[src/hw/rtl/sed_ram.sv]
// Generic simple dual-port RAM with registered read.
module sed_ram #(
  parameter int unsigned WIDTH = 8,
  parameter int unsigned DEPTH = 16
) (
  input  logic                     clk,
  input  logic                     wr_en,
  input  logic [$clog2(DEPTH)-1:0] wr_addr,
  input  logic [WIDTH-1:0]         wr_data,
  input  logic [$clog2(DEPTH)-1:0] rd_addr,
  output logic [WIDTH-1:0]         rd_data
);

  logic [WIDTH-1:0] mem [DEPTH];

  always_ff @(posedge clk) begin
    if (wr_en) begin
      mem[wr_addr] <= wr_data;
    end
    rd_data <= mem[rd_addr];
  end

endmodule

[config.mk]
export PLATFORM = sky130hd
export DESIGN_NAME = sed_ram
export DESIGN_NICKNAME = d
export VERILOG_FILES = /design/src/hw/rtl/sed_ram.sv
export SDC_FILE = /design/constraint.sdc
export NUM_CORES = 1
export LEC_CHECK = 0
export ABC_AREA = 0
export BUFFER_PORTS_ARGS = -buffer_cell sky130_fd_sc_hd__buf_4
export CAP_MARGIN = 10
export CORE_ASPECT_RATIO = 0.7
export CORE_UTILIZATION = 40
export DETAILED_ROUTE_END_ITERATION = 8
export GPL_TIMING_DRIVEN = 0
export PLACE_DENSITY = 0.56
export SLEW_MARGIN = 10
export SYNTH_ARGS = -nofsm -noshare
export SYNTH_HDL_FRONTEND = slang
export SYNTH_SLANG_ARGS = --single-unit
[constraint.sdc]
create_clock -name clk -period 2.5 [get_ports clk]
set_input_delay 0.375 -clock clk [delete_from_list [all_inputs] [get_ports clk]]
set_output_delay 0.375 -clock clk [all_outputs]
set_load 0.01 [all_outputs]
Word-level counts from Yosys, hierarchy flattened
Memories as Yosys holds them, arrays and structs flattened. A register that Yosys moved wholly into a read port is not among the register bits.
Cells that the tools add are included.
- bits in registers: 0
- RAM bits: 128
- input bits: 18
- output and inout port bits: 8
- logic and storage cells: 3
- memories kept: 1
- memories (name ; words ; bits a word ; read ports ; clocked after memory_dff ; wr ports ; RTL line ; RTL):
    mem ; 16 ; 8 ; 1 ; 1 ; 1 ; 14 ; logic [WIDTH-1:0] mem [DEPTH];
- multiplexer cells: 2
- operators with widths (operator ; number):
    $mux 1 ; 2

Longest topological paths before layout
- depth after elaboration: 2
- depth in mapped cells: 5
- gate-level depth less buffers: 3

Least setup slack after synthesis
Ideal clock, no wire load.
- kind: input port to flip-flop
- start: input port wr_addr[2]
- end: memory mem[0][0] (enable)
- setup time: 0.383 ns
- arrival time: 1.485 ns
- required time: 2.117 ns
- path slack: 0.632 ns
- stages: 2
- buffers on the path: 0
- cells stage by stage: or3b_2 -> nor3_1
- RTL lines (what ; RTL line ; RTL):
    start, declared ; 8 ; input logic [$clog2(DEPTH)-1:0] wr_addr,
    end, declared ; 14 ;
Straight into the memory's write port.

Worst setup path in the final report
- start: input port wr_addr[2]
- end: memory mem[0][5] (enable)
Straight into the memory's write port.

==> results.py <==
metrics = {
    "run_status": {
        "status": "completed",
    },
    "logic_synthesis": {
        "synth_async_sr_flop_share_pct": 0,
        "synth_most_common_cell": "edfxtp_1",
        "yosys-top-cells-count": "128 x edfxtp_1, 18 x mux4_2, 16 x a22oi_1",
        "synthCells": 229,
        "ys.flop_type": "edfxtp_1",
        "synth_largest_area_cell": "edfxtp_1",
        "syn-mean-instance-area_um2": 22.5,
        "synth_area_leaders": "edfxtp_1 75%, mux4_2 7.9%, mux4_1 7.1%",
        "synth_top_area_share_pct": 74.7,
        "synth_area_um2": 5150,
        "synth.distinct_cells": 19,
        "ys_ff_latch": 136,
        "synth_edf_count": 128,
        "synth_seq_area_share_pct": 77.8,
        "yosysWarnings": 0,
        "synth_nets": 247,
    },
    "route": {
        "postRouteAntennaNets": 0,
        "vias": 2410,
        "drt-pass1-iter-count": 4,
        "drc": 0,
        "wirelength_um": 10200,
        "drtIter0Drc": 287,
        "vias_per_cell": 5.38,
        "wl_per_cell_um": 22.8,
    },
    "hold_path": {
        "hold_depth": 1,
        "hold_path_end": "mem[13][6]$_DFFE_PP_",
        "hold_class": "in2reg",
        "holdCritStartpoint": "wr_data[6]",
    },
    "power": {
        "vdd_drop_max_uv": 488,
        "power_leakage_uw": 0.00202,
        "powerDensity_nw_per_um2": 823,
    },
    "place": {
        "io_buffers": 24,
        "gp_congestion": 0.682,
        "place_ws_ns": 0.350,
        "place_area_um2": 5540,
        "dp_hpwl_um": 6580,
        "place_inst": 416,
    },
    "cts": {
        "clk_latency_ns": 0.41,
        "cts_sinks": 136,
        "clockBufferDepth": 2,
        "cts_hold_buf": 0,
        "numCtsBuffers": 17,
        "clk_pin_slew_ns": 0.05,
        "clock-root-buffer": "clkbuf_16",
        "htreeDepth": 4,
        "cts.repair.resized": 0,
        "tritoncts": "done",
        "cts_setup_buffers": 0,
    },
    "sta": {
        "fin_ws_ns": 0.797,
        "slew_headroom_pct": 43.3,
        "whs_ns": 0.294,
        "rsz0062_at_grt": "no",
        "finalMaxSlewViolations": 0,
        "finalCritPeriodShare_pct": 68.1,
        "finalClockSkew_ns": 0.00559,
        "max_freq_mhz": 587,
        "hold_viol": 0,
        "tightest_slew_ns": 0.848,
        "tns_ns": 0,
        "min_period_ns": 1.70,
        "setup_viol": 0,
    },
    "worst_setup_path": {
        "crit_chain": "buf_4, or3b_2, nor3_1, buf_4",
        "r2r_start": "mem[9][3]$_DFFE_PP_",
        "r2r_setup_slack_ns": 1.08,
        "reg2reg_to": "rd_data[3]$_DFF_P_",
        "crit_type": "in2reg",
        "critPathRequiredTime_ns": 2.62,
        "reg2regPathDepth": 3,
        "crit_family": "simple AND/OR/NAND/NOR gates",
        "setup.worst_path.start_class": "input port",
        "critPathMaxFanout": 5,
        "slowest_stage": "or3b_2",
        "arrival_ns": 1.82,
        "worst_path_largest_cell_delay_ns": 0.52,
        "crit_top_cell": "buf_4",
        "critPathBufInv": 2,
        "cp-end-kind": "flip-flop",
    },
    "grt": {
        "globalRoute.totalOverflow": 0,
        "gr-usage-met3_pct": 5.61,
        "grt-busiest-layer": "met1",
        "met2_usage_pct": 21.9,
        "antenna_found_initial": 0,
        "grt_max_degree": 17,
        "met1_usage_pct": 26.4,
        "grt_pass1_vias": 2309,
        "grt_usage_pct": 17.0,
        "grt_first_pass_wirelength_um": 15100,
    },
    "flow_run": {
        "drv_cap": 0,
    },
    "cells_and_area": {
        "drive_gt1_share_pct": 28.0,
        "fill_cells": 1030,
        "layout.cells.non_filler": 448,
        "stdcell_area_um2": 6060,
        "layout.nets": 291,
        "syn_to_final_growth_pct": 17.7,
        "diodes": 0,
    },
    "floorplan": {
        "start_util_pct": 41.3,
        "die_w_um": 138,
        "core_area_um2": 12500,
        "ios": 26,
        "chipHeight_um": 96.9,
        "fp-row-count": 34,
        "die_area_um2": 13300,
    },
}
==> registers in the layout, summed over array words and instances, names as in the netlist <==
register	flops
mem	128
rd_data	8
==> metrics by stage <==
step                total power (uW)  utilization [%]
floorplan                       2740                -
global placement                2880             44.4
detailed placement              2880             44.4
CTS                             5020             48.5
global route                    5130             48.6
finish                          4990             48.6
==> area by class of cell <==
cell class	instances	area (um^2)	share of cell area (%)
flip-flops and latches	136	4000	66.1
well taps	162	203	3.35
plain buffers	10	86.3	1.42
multi-input cells	83	1070	17.7
clock buffers	27	483	7.97
repair buffers	25	188	3.10
clock inverters	5	23.8	0.392
==> worst register-to-register path, cell delays in order, from the launching register on <==
cell and delay (ns):
edfxtp_1 0.35, mux4_1 0.55, a22oi_1 0.31, nand2_1 0.08
==> worst max path at each step <==
stage / start / endpoint / slack, ns / depth (start not counted)
floorplan: wr_addr[2] / mem[0][0]$_DFFE_PP_ / 0.63 / 2
finish: wr_addr[2] / mem[0][5]$_DFFE_PP_ / 0.80 / 4
global route: wr_addr[2] / mem[0][5]$_DFFE_PP_ / 0.73 / 4
CTS: wr_addr[3] / mem[4][3]$_DFFE_PP_ / 0.78 / 3
global placement: wr_addr[2] / mem[0][3]$_DFFE_PP_ / 0.06 / 3
detailed placement: wr_addr[3] / mem[4][4]$_DFFE_PP_ / 0.35 / 3
==> routing by layer <==
metal  share of wire [%]  vias to the layer above  routed length [um]
met1                  48                     1264                4910
met5                   0                        -                   0
met4                 1.3                        0                 132
li1                    -                     1060                   -
met2                  43                       74                4380
met3                 7.9                       12                 811
==> placed cells by master (no fill, tap or decap) <==
master and instances:
edfxtp_1 128, buf_4 26, mux4_2 18, clkbuf_16 17
a22oi_1 16, mux4_1 14, nor2_1 13, nand2_1 9
clkbuf_1 8, dfxtp_1 8, clkinv_2 4, buf_6 3
buf_2 3, clkdlybuf4s25_2 3, nor3_2 3, nand3b_1 2
nand2b_1 2, clkbuf_8 2, nor2b_1 1, and2_1 1
and2b_1 1, nand3_1 1, or3b_2 1, nor3_1 1
clkinv_1 1
==> power by group <==
| part | internal (uW) | switching (uW) | leakage [uW] |
|---|---|---|---|
| combinational | 117 | 152 | 0.000543 |
| sequential | 2550 | 11.9 | 0.00122 |
| clock | 1310 | 844 | 0.000251 |
| total | 3980 | 1010 | 0.00202 |
==> logic make-up (layout without fill, tap and decap cells) <==
group / count (synthesis) / in the layout / share of synthesized area (%)
multiplexers: 32 / 32 / 15.0
buffers and inverters: 10 / 67 / 1.68
flip-flops: 136 / 136 / 77.8
AND/OR/NAND/NOR: 35 / 35 / 3.18
AO/OA/AOI/OAI: 16 / 16 / 2.33
Power figures use the tool's default switching activity.
